## src/sv/drt_pkg.sv

```systemverilog
// shared types, field widths and control bit positions for the reload timer
`timescale 1ns / 1ps
`default_nettype none

package drt_pkg;

  localparam int unsigned OP_W   = 3;
  localparam int unsigned DATA_W = 8;

  // operation codes carried by one request
  typedef enum logic [OP_W-1:0] {
    OP_TICK         = 3'd0,
    OP_WR_CTRL      = 3'd1,
    OP_WR_RELOAD_LO = 3'd2,
    OP_WR_RELOAD_HI = 3'd3,
    OP_STAGE_CMP_LO = 3'd4,
    OP_STAGE_CMP_HI = 3'd5
  } op_e;

  // control register bit positions
  localparam int unsigned CTL_LIE  = 0;
  localparam int unsigned CTL_LOV  = 1;
  localparam int unsigned CTL_HIE  = 2;
  localparam int unsigned CTL_HOV  = 3;
  localparam int unsigned CTL_ELD  = 4;
  localparam int unsigned CTL_LONG = 5;
  localparam int unsigned CTL_LRUN = 6;
  localparam int unsigned CTL_HRUN = 7;

  typedef struct packed {
    logic [OP_W-1:0]   op;
    logic [DATA_W-1:0] data;
  } item_t;

  typedef struct packed {
    logic [DATA_W-1:0] control_value;
    logic [DATA_W-1:0] low_count;
    logic [DATA_W-1:0] high_count;
    logic [DATA_W-1:0] compare_low;
    logic [DATA_W-1:0] compare_high;
    logic              interrupt_request;
    logic              pulse_enable;
    logic              long_mode;
    logic              half_cycle_clock;
  } result_t;

endpackage

`default_nettype wire

```

## src/sv/drt_if.sv

```systemverilog
// request, result and configuration channel interfaces of the reload timer
`timescale 1ns / 1ps
`default_nettype none

interface drt_in_if;
  import drt_pkg::*;
  logic              valid;
  logic              ready;
  logic [OP_W-1:0]   operation;
  logic [DATA_W-1:0] write_data;

  modport source (output valid, output operation, output write_data, input ready);
  modport sink   (input valid, input operation, input write_data, output ready);
endinterface

interface drt_out_if;
  import drt_pkg::*;
  logic              valid;
  logic              ready;
  logic [DATA_W-1:0] control_value;
  logic [DATA_W-1:0] low_count;
  logic [DATA_W-1:0] high_count;
  logic [DATA_W-1:0] compare_low;
  logic [DATA_W-1:0] compare_high;
  logic              interrupt_request;
  logic              pulse_enable;
  logic              long_mode;
  logic              half_cycle_clock;

  modport source (
    output valid, output control_value, output low_count, output high_count,
    output compare_low, output compare_high, output interrupt_request,
    output pulse_enable, output long_mode, output half_cycle_clock, input ready
  );
  modport sink (
    input valid, input control_value, input low_count, input high_count,
    input compare_low, input compare_high, input interrupt_request,
    input pulse_enable, input long_mode, input half_cycle_clock, output ready
  );
endinterface

interface drt_cfg_if;
  logic valid;
  logic ready;
  logic pulse_routed;

  modport source (output valid, output pulse_routed, input ready);
  modport sink   (input valid, input pulse_routed, output ready);
endinterface

`default_nettype wire

```

## src/sv/drt_in_reg.sv

```systemverilog
// input register holding one request until the timer core takes it
`timescale 1ns / 1ps
`default_nettype none

module drt_in_reg (
  input  logic          clk_i,
  input  logic          rst_ni,
  input  logic          in_valid_i,
  input  drt_pkg::item_t in_item_i,
  output logic          in_ready_o,
  input  logic          advance_i,
  output logic          item_valid_o,
  output drt_pkg::item_t item_o
);
  import drt_pkg::*;

  logic  valid_q, valid_d;
  item_t item_q;
  logic  take;

  // accept whenever empty or the held request moves on this cycle
  assign in_ready_o = ~valid_q | advance_i;
  assign take       = in_valid_i & in_ready_o;

  always_comb begin
    valid_d = valid_q;
    if (take) begin
      valid_d = 1'b1;
    end else if (advance_i) begin
      valid_d = 1'b0;
    end
  end

  always_ff @(posedge clk_i or negedge rst_ni) begin
    if (!rst_ni) begin
      valid_q <= 1'b0;
    end else begin
      valid_q <= valid_d;
    end
  end

  // payload, no reset
  always_ff @(posedge clk_i) begin
    if (take) begin
      item_q <= in_item_i;
    end
  end

  assign item_valid_o = valid_q;
  assign item_o       = item_q;

  // a held request is never dropped while the core is stalled
  a_hold_when_stalled: assert property (@(posedge clk_i) disable iff (!rst_ni)
    (valid_q && !advance_i) |=> valid_q)
    else $error("held request lost while stalled");

endmodule

`default_nettype wire

```

## src/sv/drt_core.sv

```systemverilog
// timer state and the single-pass step logic for one request
`timescale 1ns / 1ps
`default_nettype none

module drt_core (
  input  logic             clk_i,
  input  logic             rst_ni,
  input  logic             step_en_i,
  input  drt_pkg::item_t   item_i,
  input  logic             pulse_routed_i,
  output drt_pkg::result_t res_o
);
  import drt_pkg::*;

  logic [DATA_W-1:0] ctrl_q, ctrl_d;
  logic [DATA_W-1:0] reload_lo_q, reload_lo_d;
  logic [DATA_W-1:0] reload_hi_q, reload_hi_d;
  logic [DATA_W-1:0] cmp_lo_q, cmp_lo_d;
  logic [DATA_W-1:0] cmp_hi_q, cmp_hi_d;
  logic [DATA_W-1:0] stg_lo_q, stg_lo_d;
  logic [DATA_W-1:0] stg_hi_q, stg_hi_d;
  logic [DATA_W-1:0] low_q, low_d;
  logic [DATA_W-1:0] high_q, high_d;
  logic              low_run_q, low_run_d;

  logic [DATA_W:0]   lc;
  logic [DATA_W:0]   hc;
  logic [DATA_W-1:0] ctl;
  logic              lrun, hrun, lng, eld;
  logic              load_cmp;
  logic              irq;

  // next state for the request in the input register
  always_comb begin
    ctrl_d      = ctrl_q;
    reload_lo_d = reload_lo_q;
    reload_hi_d = reload_hi_q;
    cmp_lo_d    = cmp_lo_q;
    cmp_hi_d    = cmp_hi_q;
    stg_lo_d    = stg_lo_q;
    stg_hi_d    = stg_hi_q;
    low_d       = low_q;
    high_d      = high_q;
    low_run_d   = low_run_q;
    ctl         = ctrl_q;
    lrun        = ctrl_q[CTL_LRUN];
    hrun        = ctrl_q[CTL_HRUN];
    lng         = ctrl_q[CTL_LONG];
    eld         = ctrl_q[CTL_ELD];
    lc          = {1'b0, low_q};
    hc          = {1'b0, high_q};
    load_cmp    = 1'b0;
    irq         = 1'b0;

    case (item_i.op)
      OP_TICK: begin
        // low half: load on first running tick, count by two in cascade with high stopped
        if (lrun) begin
          lc = low_run_q ? {1'b0, low_q} : {1'b0, reload_lo_q};
          lc = lc + 9'd1 + {8'd0, (lng & ~hrun)};
          low_run_d = 1'b1;
        end else begin
          lc = {1'b0, reload_lo_q};
          low_run_d = 1'b0;
        end
        load_cmp = ~lrun & eld;

        // high half counts on its own only in 8-bit mode
        if (hrun) begin
          hc = lng ? {1'b0, high_q} : ({1'b0, high_q} + 9'd1);
        end else begin
          hc = {1'b0, reload_hi_q};
        end

        // low overflow reloads the low half, carry into a running high half in cascade mode
        if (lc[DATA_W]) begin
          ctl[CTL_LOV] = 1'b1;
          irq = irq | ctl[CTL_LIE];
          if (!lng) begin
            load_cmp = load_cmp | eld;
          end else if (hrun) begin
            hc = hc + 9'd1;
          end
          lc = {1'b0, reload_lo_q};
        end

        // high overflow reloads both halves in cascade mode
        if (hc[DATA_W]) begin
          ctl[CTL_HOV] = 1'b1;
          irq = irq | ctl[CTL_HIE];
          if (lng) begin
            ctl[CTL_LOV] = 1'b1;
            load_cmp = load_cmp | eld;
            lc = {1'b0, reload_lo_q};
          end
          hc = {1'b0, reload_hi_q};
        end

        if (load_cmp) begin
          cmp_lo_d = stg_lo_q;
          cmp_hi_d = stg_hi_q;
        end
        ctrl_d = ctl;
        low_d  = lc[DATA_W-1:0];
        high_d = hc[DATA_W-1:0];
      end
      OP_WR_CTRL:      ctrl_d      = item_i.data;
      OP_WR_RELOAD_LO: reload_lo_d = item_i.data;
      OP_WR_RELOAD_HI: reload_hi_d = item_i.data;
      OP_STAGE_CMP_LO: stg_lo_d    = item_i.data;
      OP_STAGE_CMP_HI: stg_hi_d    = item_i.data;
      default: begin
      end
    endcase
  end

  // timer state registers
  always_ff @(posedge clk_i or negedge rst_ni) begin
    if (!rst_ni) begin
      ctrl_q      <= '0;
      reload_lo_q <= '0;
      reload_hi_q <= '0;
      cmp_lo_q    <= '0;
      cmp_hi_q    <= '0;
      stg_lo_q    <= '0;
      stg_hi_q    <= '0;
      low_q       <= '0;
      high_q      <= '0;
      low_run_q   <= 1'b0;
    end else if (step_en_i) begin
      ctrl_q      <= ctrl_d;
      reload_lo_q <= reload_lo_d;
      reload_hi_q <= reload_hi_d;
      cmp_lo_q    <= cmp_lo_d;
      cmp_hi_q    <= cmp_hi_d;
      stg_lo_q    <= stg_lo_d;
      stg_hi_q    <= stg_hi_d;
      low_q       <= low_d;
      high_q      <= high_d;
      low_run_q   <= low_run_d;
    end
  end

  // result fields from the state after the step
  always_comb begin
    res_o.control_value     = ctrl_d;
    res_o.low_count         = low_d;
    res_o.high_count        = high_d;
    res_o.compare_low       = cmp_lo_d;
    res_o.compare_high      = cmp_hi_d;
    res_o.interrupt_request = irq;
    res_o.pulse_enable      = ctrl_d[CTL_LRUN] & pulse_routed_i;
    res_o.long_mode         = ctrl_d[CTL_LONG];
    res_o.half_cycle_clock  = ctrl_d[CTL_LONG] & ~ctrl_d[CTL_HRUN];
  end

  // register writes never move the counters
  a_write_holds_count: assert property (@(posedge clk_i) disable iff (!rst_ni)
    (step_en_i && item_i.op != OP_TICK) |=> ($stable(low_q) && $stable(high_q)))
    else $error("counter moved on a register write");

  // a stopped low half sits at its reload value
  a_stopped_low_reload: assert property (@(posedge clk_i) disable iff (!rst_ni)
    (step_en_i && item_i.op == OP_TICK && !ctrl_q[CTL_LRUN])
      |=> (low_q == $past(reload_lo_q) && !low_run_q))
    else $error("stopped low half not at reload value");

  // no request, no state change
  a_idle_holds_state: assert property (@(posedge clk_i) disable iff (!rst_ni)
    !step_en_i |=> ($stable(ctrl_q) && $stable(cmp_lo_q) && $stable(cmp_hi_q)))
    else $error("state changed without a request");

endmodule

`default_nettype wire

```

## src/sv/drt_out_reg.sv

```systemverilog
// result register towards the output channel
`timescale 1ns / 1ps
`default_nettype none

module drt_out_reg (
  input  logic             clk_i,
  input  logic             rst_ni,
  input  logic             load_i,
  input  drt_pkg::result_t res_i,
  output logic             free_o,
  output logic             out_valid_o,
  input  logic             out_ready_i,
  output drt_pkg::result_t res_o
);
  import drt_pkg::*;

  logic    valid_q, valid_d;
  result_t res_q;

  // room for a new result when empty or the current one is taken
  assign free_o = ~valid_q | out_ready_i;

  always_comb begin
    valid_d = valid_q;
    if (load_i) begin
      valid_d = 1'b1;
    end else if (out_ready_i) begin
      valid_d = 1'b0;
    end
  end

  always_ff @(posedge clk_i or negedge rst_ni) begin
    if (!rst_ni) begin
      valid_q <= 1'b0;
    end else begin
      valid_q <= valid_d;
    end
  end

  // payload, no reset
  always_ff @(posedge clk_i) begin
    if (load_i) begin
      res_q <= res_i;
    end
  end

  assign out_valid_o = valid_q;
  assign res_o       = res_q;

endmodule

`default_nettype wire

```

## src/sv/dual_reload_timer_with_cascade.sv

```systemverilog
// Dual 8-bit reload timer with 16-bit cascade: top level.
// An accepted request is held in the input register; its step result is loaded into the
// result register once that register has room (it stalls while a result waits to be taken).
// Throughput: one tick or register write per cycle while the result channel is not stalled.
// Reset: all timer registers, counters and the pulse routing bit clear to zero,
// both pipeline stages empty; configuration writes are always accepted.
`timescale 1ns / 1ps
`default_nettype none

module dual_reload_timer_with_cascade (
  input  logic    clk_i,
  input  logic    rst_ni,
  drt_in_if.sink  in_i,
  drt_out_if.source out_o,
  drt_cfg_if.sink cfg_i
);
  import drt_pkg::*;

  item_t   in_item;
  item_t   item;
  logic    item_valid;
  logic    advance;
  logic    out_free;
  result_t step_res;
  result_t out_res;
  logic    pulse_routed_q;

  // pulse routing register
  assign cfg_i.ready = 1'b1;

  always_ff @(posedge clk_i or negedge rst_ni) begin
    if (!rst_ni) begin
      pulse_routed_q <= 1'b0;
    end else if (cfg_i.valid) begin
      pulse_routed_q <= cfg_i.pulse_routed;
    end
  end

  // request stage
  assign in_item.op   = in_i.operation;
  assign in_item.data = in_i.write_data;

  drt_in_reg u_in_reg (
    .clk_i        (clk_i),
    .rst_ni       (rst_ni),
    .in_valid_i   (in_i.valid),
    .in_item_i    (in_item),
    .in_ready_o   (in_i.ready),
    .advance_i    (advance),
    .item_valid_o (item_valid),
    .item_o       (item)
  );

  // step fires when a request is held and the result register has room
  assign advance = item_valid & out_free;

  drt_core u_core (
    .clk_i          (clk_i),
    .rst_ni         (rst_ni),
    .step_en_i      (advance),
    .item_i         (item),
    .pulse_routed_i (pulse_routed_q),
    .res_o          (step_res)
  );

  drt_out_reg u_out_reg (
    .clk_i       (clk_i),
    .rst_ni      (rst_ni),
    .load_i      (advance),
    .res_i       (step_res),
    .free_o      (out_free),
    .out_valid_o (out_o.valid),
    .out_ready_i (out_o.ready),
    .res_o       (out_res)
  );

  // result channel payload
  assign out_o.control_value     = out_res.control_value;
  assign out_o.low_count         = out_res.low_count;
  assign out_o.high_count        = out_res.high_count;
  assign out_o.compare_low       = out_res.compare_low;
  assign out_o.compare_high      = out_res.compare_high;
  assign out_o.interrupt_request = out_res.interrupt_request;
  assign out_o.pulse_enable      = out_res.pulse_enable;
  assign out_o.long_mode         = out_res.long_mode;
  assign out_o.half_cycle_clock  = out_res.half_cycle_clock;

endmodule

`default_nettype wire
```

## src/flat_wrapper.sv

```systemverilog
// flat-port wrapper written by rule: the top's interface ports become plain ports
module dual_reload_timer_with_cascade_flat import drt_pkg::*;
  (clk_i, rst_ni, in_i_valid, in_i_operation, in_i_write_data, in_i_ready, out_o_valid, out_o_control_value, out_o_low_count, out_o_high_count, out_o_compare_low, out_o_compare_high, out_o_interrupt_request, out_o_pulse_enable, out_o_long_mode, out_o_half_cycle_clock, out_o_ready, cfg_i_valid, cfg_i_pulse_routed, cfg_i_ready);
  drt_in_if in_i_i ();
  drt_out_if out_o_i ();
  drt_cfg_if cfg_i_i ();
  input  logic clk_i;
  input  logic rst_ni;
  input wire logic [$bits(in_i_i.valid)-1:0] in_i_valid;
  input wire logic [$bits(in_i_i.operation)-1:0] in_i_operation;
  input wire logic [$bits(in_i_i.write_data)-1:0] in_i_write_data;
  output wire logic [$bits(in_i_i.ready)-1:0] in_i_ready;
  output wire logic [$bits(out_o_i.valid)-1:0] out_o_valid;
  output wire logic [$bits(out_o_i.control_value)-1:0] out_o_control_value;
  output wire logic [$bits(out_o_i.low_count)-1:0] out_o_low_count;
  output wire logic [$bits(out_o_i.high_count)-1:0] out_o_high_count;
  output wire logic [$bits(out_o_i.compare_low)-1:0] out_o_compare_low;
  output wire logic [$bits(out_o_i.compare_high)-1:0] out_o_compare_high;
  output wire logic [$bits(out_o_i.interrupt_request)-1:0] out_o_interrupt_request;
  output wire logic [$bits(out_o_i.pulse_enable)-1:0] out_o_pulse_enable;
  output wire logic [$bits(out_o_i.long_mode)-1:0] out_o_long_mode;
  output wire logic [$bits(out_o_i.half_cycle_clock)-1:0] out_o_half_cycle_clock;
  input wire logic [$bits(out_o_i.ready)-1:0] out_o_ready;
  input wire logic [$bits(cfg_i_i.valid)-1:0] cfg_i_valid;
  input wire logic [$bits(cfg_i_i.pulse_routed)-1:0] cfg_i_pulse_routed;
  output wire logic [$bits(cfg_i_i.ready)-1:0] cfg_i_ready;
  assign in_i_i.valid = in_i_valid;
  assign in_i_i.operation = in_i_operation;
  assign in_i_i.write_data = in_i_write_data;
  assign in_i_ready = in_i_i.ready;
  assign out_o_valid = out_o_i.valid;
  assign out_o_control_value = out_o_i.control_value;
  assign out_o_low_count = out_o_i.low_count;
  assign out_o_high_count = out_o_i.high_count;
  assign out_o_compare_low = out_o_i.compare_low;
  assign out_o_compare_high = out_o_i.compare_high;
  assign out_o_interrupt_request = out_o_i.interrupt_request;
  assign out_o_pulse_enable = out_o_i.pulse_enable;
  assign out_o_long_mode = out_o_i.long_mode;
  assign out_o_half_cycle_clock = out_o_i.half_cycle_clock;
  assign out_o_i.ready = out_o_ready;
  assign cfg_i_i.valid = cfg_i_valid;
  assign cfg_i_i.pulse_routed = cfg_i_pulse_routed;
  assign cfg_i_ready = cfg_i_i.ready;
  dual_reload_timer_with_cascade u_core (.clk_i(clk_i), .rst_ni(rst_ni), .in_i(in_i_i), .out_o(out_o_i), .cfg_i(cfg_i_i));
endmodule
```

## config.mk

```make
export PLATFORM = sky130hd
export DESIGN_NAME = dual_reload_timer_with_cascade_flat
export DESIGN_NICKNAME = d
export VERILOG_FILES = /design/src/sv/drt_pkg.sv /design/src/sv/drt_if.sv /design/src/sv/drt_in_reg.sv /design/src/sv/drt_core.sv /design/src/sv/drt_out_reg.sv /design/src/sv/dual_reload_timer_with_cascade.sv /design/src/flat_wrapper.sv
export SDC_FILE = /design/constraint.sdc
export NUM_CORES = 1
export LEC_CHECK = 0
export BUFFER_PORTS_ARGS = -buffer_cell sky130_fd_sc_hd__buf_2
export CAP_MARGIN = 25
export CORE_UTILIZATION = 60
export DETAILED_ROUTE_END_ITERATION = 8
export HOLD_SLACK_MARGIN = 0.03
export PLACE_DENSITY = 0.86
export REMOVE_ABC_BUFFERS = 1
export SETUP_SLACK_MARGIN = 0.3
export SKIP_CTS_REPAIR_TIMING = 1
export SLEW_MARGIN = 20
export SYNTH_ARGS = -nofsm -noshare
export SYNTH_HDL_FRONTEND = slang
export SYNTH_SLANG_ARGS = --single-unit
```

## constraint.sdc

```tcl
create_clock -name clk_i -period 6 [get_ports clk_i]
set_input_delay 0.9 -clock clk_i [delete_from_list [all_inputs] [get_ports clk_i]]
set_output_delay 0.9 -clock clk_i [all_outputs]
set_load 0.02 [all_outputs]
```

Word level (Yosys, flattened, before mapping)
Cells that the tools add are included.

storage, ports and cells
  bits in registers = 131
  input bits = 17
  output and inout bits = 47

operators by class
  $add $sub $neg = 4
  equality and inequality tests = 5
  muxes and demuxes = 39
  bitwise operators = 16
  reduce and logical (&&, ||, !) cells = 8

operators with widths
  cell                   number
  $mux W8                11
  $mux W9                9
  $add A9 B1 Y9 const B  2
  $mux W1                18
  $pmux W8 S2            1
  $reduce_and A2 Y1      5
  $add A8 B1 Y9 const B  1
  $add A9 B1 Y9          1
  $and A1 B1 Y1          6
  $eq A3 B2 Y1 const B   2
  $eq A3 B3 Y1 const B   2
  $not A1 Y1             5
  $or A1 B1 Y1           5
  $reduce_bool A2 Y1     2
  $eq A3 B1 Y1 const B   1
  $logic_not A3 Y1       1

Depth between registers and ports, before layout
  depth after elaboration = 13
  depth in mapped cells = 17
  mapped depth without buffers = 11

Hierarchy
From an unflattened synthesis, not the netlist that was laid out.

second synthesis, totals
  cells, all modules = 548
  area total of the unflattened synthesis = 6337.3 um^2

by module, submodules not included
  module                          instances  cells each  area an instance (um^2)  sequential area each (um^2)
  drt_core                        1          481         4526.8                   1826.8
  drt_out_reg                     1          47          1368.8                   1346.3
  drt_in_reg                      1          15          384.1                    355.3
  dual_reload_timer_with_cascade  1          5           57.6                     25.0

Least setup slack after synthesis
No wires, ideal clock.

  path kind = reg-to-reg
  start point = reg u_core.u_core.low_run_q
  end point = reg u_core.u_out_reg.res_q (netlist bit u_core.u_out_reg.res_o[10]), data pin
  arrival = 3.741 ns
  data required time = 5.740 ns
  slack = 1.999 ns
  stages on the path, launching flop included = 18
  path buffers = 6
  period minus slack after synthesis = 4.001 ns
  path through = dfrtp_1 -> clkbuf_1 -> clkbuf_1 -> buf_1 -> mux2i_1 -> ha_1 -> inv_1 -> ha_1 -> clkbuf_2 -> nand4b_1 -> a22oi_2 -> nand3_1 -> or3_4 -> o2111ai_2 -> and4_1 -> buf_6 -> buf_12 -> mux2_4

RTL lines
  item                    RTL line           RTL
  from (decl)             drt_core.sv:24     logic low_run_q, low_run_d;
  from (signal assigned)  drt_core.sv:140    low_run_q <= low_run_d;
  to (signal assigned)    drt_out_reg.sv:43  res_q <= res_i;
  to (decl)               drt_out_reg.sv:18  result_t res_q;

==> results.sh <==
export IMPL_run_status="finished, final reports clean"
export IMPL_crit_path_frequent_cell="ha_1"
export IMPL_dieArea_um2=11000
export IMPL_io_buffers=62
export IMPL_synth_edff_count=54
export IMPL_slew_headroom_pct=30.3
export IMPL_cts_tree="done"
export IMPL_worstMarginPinSlew_ns=1.04
export IMPL_grt_max_degree=77
export IMPL_crit_fanout=36
export IMPL_cts_sinks=130
export IMPL_synth_fa_ha_area_share_pct=0.788
export IMPL_grt_pass1_vias=4483
export IMPL_reg2reg_depth=11
export IMPL_clock_skew_ns=0.00944
export IMPL_synth_area_leaders="dfrtp_1 30%, edfxtp_1 26%, mux2_2 9.6%, mux2_4 4.7%, nand2_1 3.3%"
export IMPL_cts_root_buf="clkbuf_8"
export IMPL_cpPeakStageDelay_ns=0.96
export IMPL_p_per_area_nw_per_um2=453
export IMPL_fin_nets=617
export IMPL_r2r_slack_ns=1.19
export IMPL_r2r_start="u_core.u_core.low_run_q"
export IMPL_fmax_mhz=208
export IMPL_numCtsBuffers=17
export IMPL_dr_total_vias=4470
export IMPL_die_h_um=105
export IMPL_h_tree_depth=4
export IMPL_wl_mm=14.2
export IMPL_clkLatencyLatePin_ns=0.54
export IMPL_grt_total_usage_pct=28.5
export IMPL_crit_type="register to register"
export IMPL_use_met3_pct=6.99
export IMPL_cts_buffer_depth=2
export IMPL_cp_slowest_cell="dfrtp_1"
export IMPL_fin_tns_setup_ns=0
export IMPL_ios=64
export IMPL_gp_congestion=0.893
export IMPL_crit_path_end_kind="register"
export IMPL_synth_main_ff_cell="dfrtp_1"
export IMPL_fin_area_um2=7290
export IMPL_drc=0
export IMPL_yosysSeqAreaShare_pct=55.5
export IMPL_final_common_cell="dfrtp_1"
export IMPL_diodes=0
export IMPL_rsz0062_at_grt="false"
export IMPL_grtUsageMet1_pct=36.2
export IMPL_core_um2=10300
export IMPL_die_w_um=105
export IMPL_hp_class="input port to asynchronous set/reset pin"
export IMPL_drv_slew=0
export IMPL_grt_overflow_total=0
export IMPL_critPathRequiredTime_ns=6.29
export IMPL_synth_top_area_share_pct=29.9
export IMPL_rows=37
export IMPL_drv_cap=0
export IMPL_synth_compound_gate_area_share_pct=9.32
export IMPL_syn2layout_area_growth_pct=14.8
export IMPL_synth_top_area_cell="dfrtp_1"
export IMPL_async_flop_share_pct=58.5
export IMPL_final_setup_viol_count=0
export IMPL_synthDistinctLibCells=62
export IMPL_dr_pass1_iters=5
export IMPL_avgSynthCellArea_um2=11.7
export IMPL_drive_gt1_share_pct=30.4
export IMPL_synthesis_area_um2=6350
export IMPL_fin_util_pct=71.0
export IMPL_ir_drop_mv=0.222
export IMPL_grt_pass1_wl_mm=23.7
export IMPL_leakage_nw=3.05
export IMPL_clk_pin_slew_ns=0.06
export IMPL_viasPerCell=6.00
export IMPL_synthMuxAreaShare_pct=15.7
export IMPL_r2r_end="u_core.u_out_reg.res_o[12]"
export IMPL_post_dp_cell_area_um2=6690
export IMPL_arrival_ns=5.10
export IMPL_place_hpwl_mm=9.26
export IMPL_start_util_pct=61.8
export IMPL_synth_top_family_by_area="multiplexers"
export IMPL_synth_warnings=0
export IMPL_yosys_area_share_simple_pct=14.4
export IMPL_timing_final_crit_share_pct=80.1
export IMPL_drtIter0Drc=247
export IMPL_hold_viol=0
export IMPL_final_antenna_net_count=0
export IMPL_start_kind="register"
export IMPL_met2_usage_pct=46.8
export IMPL_synthXorXnorAreaFrac_pct=1.10
export IMPL_final_cell_mix="76 x dfrtp_1, 62 x buf_2, 56 x nand2_1"
export IMPL_top_usage_layer="met2"
export IMPL_period_minus_slack_ns=4.81
export IMPL_syn_inst=544
export IMPL_antenna_found_initial=0
export IMPL_path_cells="mux2i_1 > ha_1 > inv_1 > ha_1 > nand4_1 > a22oi_2 > nand3_1 > or3_4 > o2111ai_2 > and4_1 > mux2_2"
export IMPL_synth_seq_cells=130
export IMPL_wl_per_cell_um=19.1
[worst max-delay path by stage]
stage               slack (ns)                          to                    start  cells past startpoint
finish                    1.19  u_core.u_out_reg.res_o[12]  u_core.u_core.low_run_q                     11
global route              0.88  u_core.u_out_reg.res_o[12]  u_core.u_core.low_run_q                     11
CTS                       1.20  u_core.u_out_reg.res_o[14]  u_core.u_core.low_run_q                     11
detailed placement        1.17  u_core.u_out_reg.res_o[15]  u_core.u_core.low_run_q                     11
global placement          1.40  u_core.u_out_reg.res_o[11]  u_core.u_core.low_run_q                     11
floorplan                 1.94  u_core.u_out_reg.res_o[11]  u_core.u_core.low_run_q                     11
[final cells by class]
cell class                 instances  area (um2)
clock inverter                    15         183
clock buffer                      17         414
sequential                       130        3520
multi-input combinational        373        2630
timing repair buffer              66         344
inverter                           8        30.0
tap                              136         170
fill                             740        2980
[through the flow]
step	std cells	power [mW]	worst slack, ns	hold slack [ns]
2_1_floorplan	511	1.99	1.94	0.446
3_3_place_gp	713	2.21	1.40	0.460
3_5_place_dp	713	2.26	1.17	0.487
4_1_cts	745	3.31	1.20	0.502
5_1_grt	745	3.47	0.883	0.515
6_report	745	3.30	1.19	0.499
[synth_stat cells, drive strengths merged, types with 2 or more instances]
cell and n:
dfrtp 76, mux2 74, nand2 56, edfxtp 54, nor2 50, o21ai 41
clkbuf 25, nand3 21, a21oi 19, a211oi 13, mux2i 9, and2 8
buf 8, inv 8, nand4 7, nand4b 6, or3 6, xnor2 6
nand3b 5, a31oi 4, ha 4, a22oi 3, a32oi 3, and3 3
nand2b 3, nor2b 3, nor3 3, and4 2, o21a 2, o22ai 2
or2 2, xor2 2
[power breakdown]
part           total [mW]  internal, mW  switching (mW)
Combinational       0.803         0.372           0.431
Sequential           1.46          1.19           0.267
Clock                1.04         0.637           0.401
Total                3.30          2.20            1.10
[flip-flops by register name, indices dropped and copies added (netlist names)]
name	flops
u_core.u_core.low_run_q	1
u_core.u_core.ctrl_q	8
u_core.pulse_routed_q	1
u_core.u_core.cmp_lo_q	8
u_core.u_core.stg_hi_q	8
u_core.u_core.reload_lo_q	8
u_core.u_core.high_q	8
u_core.u_core.stg_lo_q	8
u_core.u_in_reg.item_o	11
u_core.u_core.reload_hi_q	8
u_core.u_out_reg.out_valid_o	1
u_core.u_out_reg.res_o	43
u_core.u_in_reg.item_valid_o	1
u_core.u_core.cmp_hi_q	8
u_core.u_core.low_q	8
[kinds of logic after synthesis]
family,count (synthesis)
AOI/OAI and AO/OA,96
buffers and inverters,41
adders and majority gates,4
muxes,83
and+or+nand+nor,181
other,1
DFF,130
xor gates and xnor gates,8
[critical path: cells and delay by family, from the launching register on]
family | cells | cell delay, ns
and+or+nand+nor | 4 | 1.62
muxes | 2 | 0.61
buffers and inverters | 1 | 0.06
DFF | 1 | 0.96
adders and majority gates | 2 | 0.54
AOI/OAI and AO/OA | 2 | 0.76
[per-layer routing]
metal | vias to the layer above | part of all wire, %
met5 | - | 0
met2 | 179 | 51
met4 | 0 | 2.5
met3 | 34 | 5.2
li1 | 2078 | -
met1 | 2179 | 41
No activity file was read; power rests on OpenSTA's default activity.
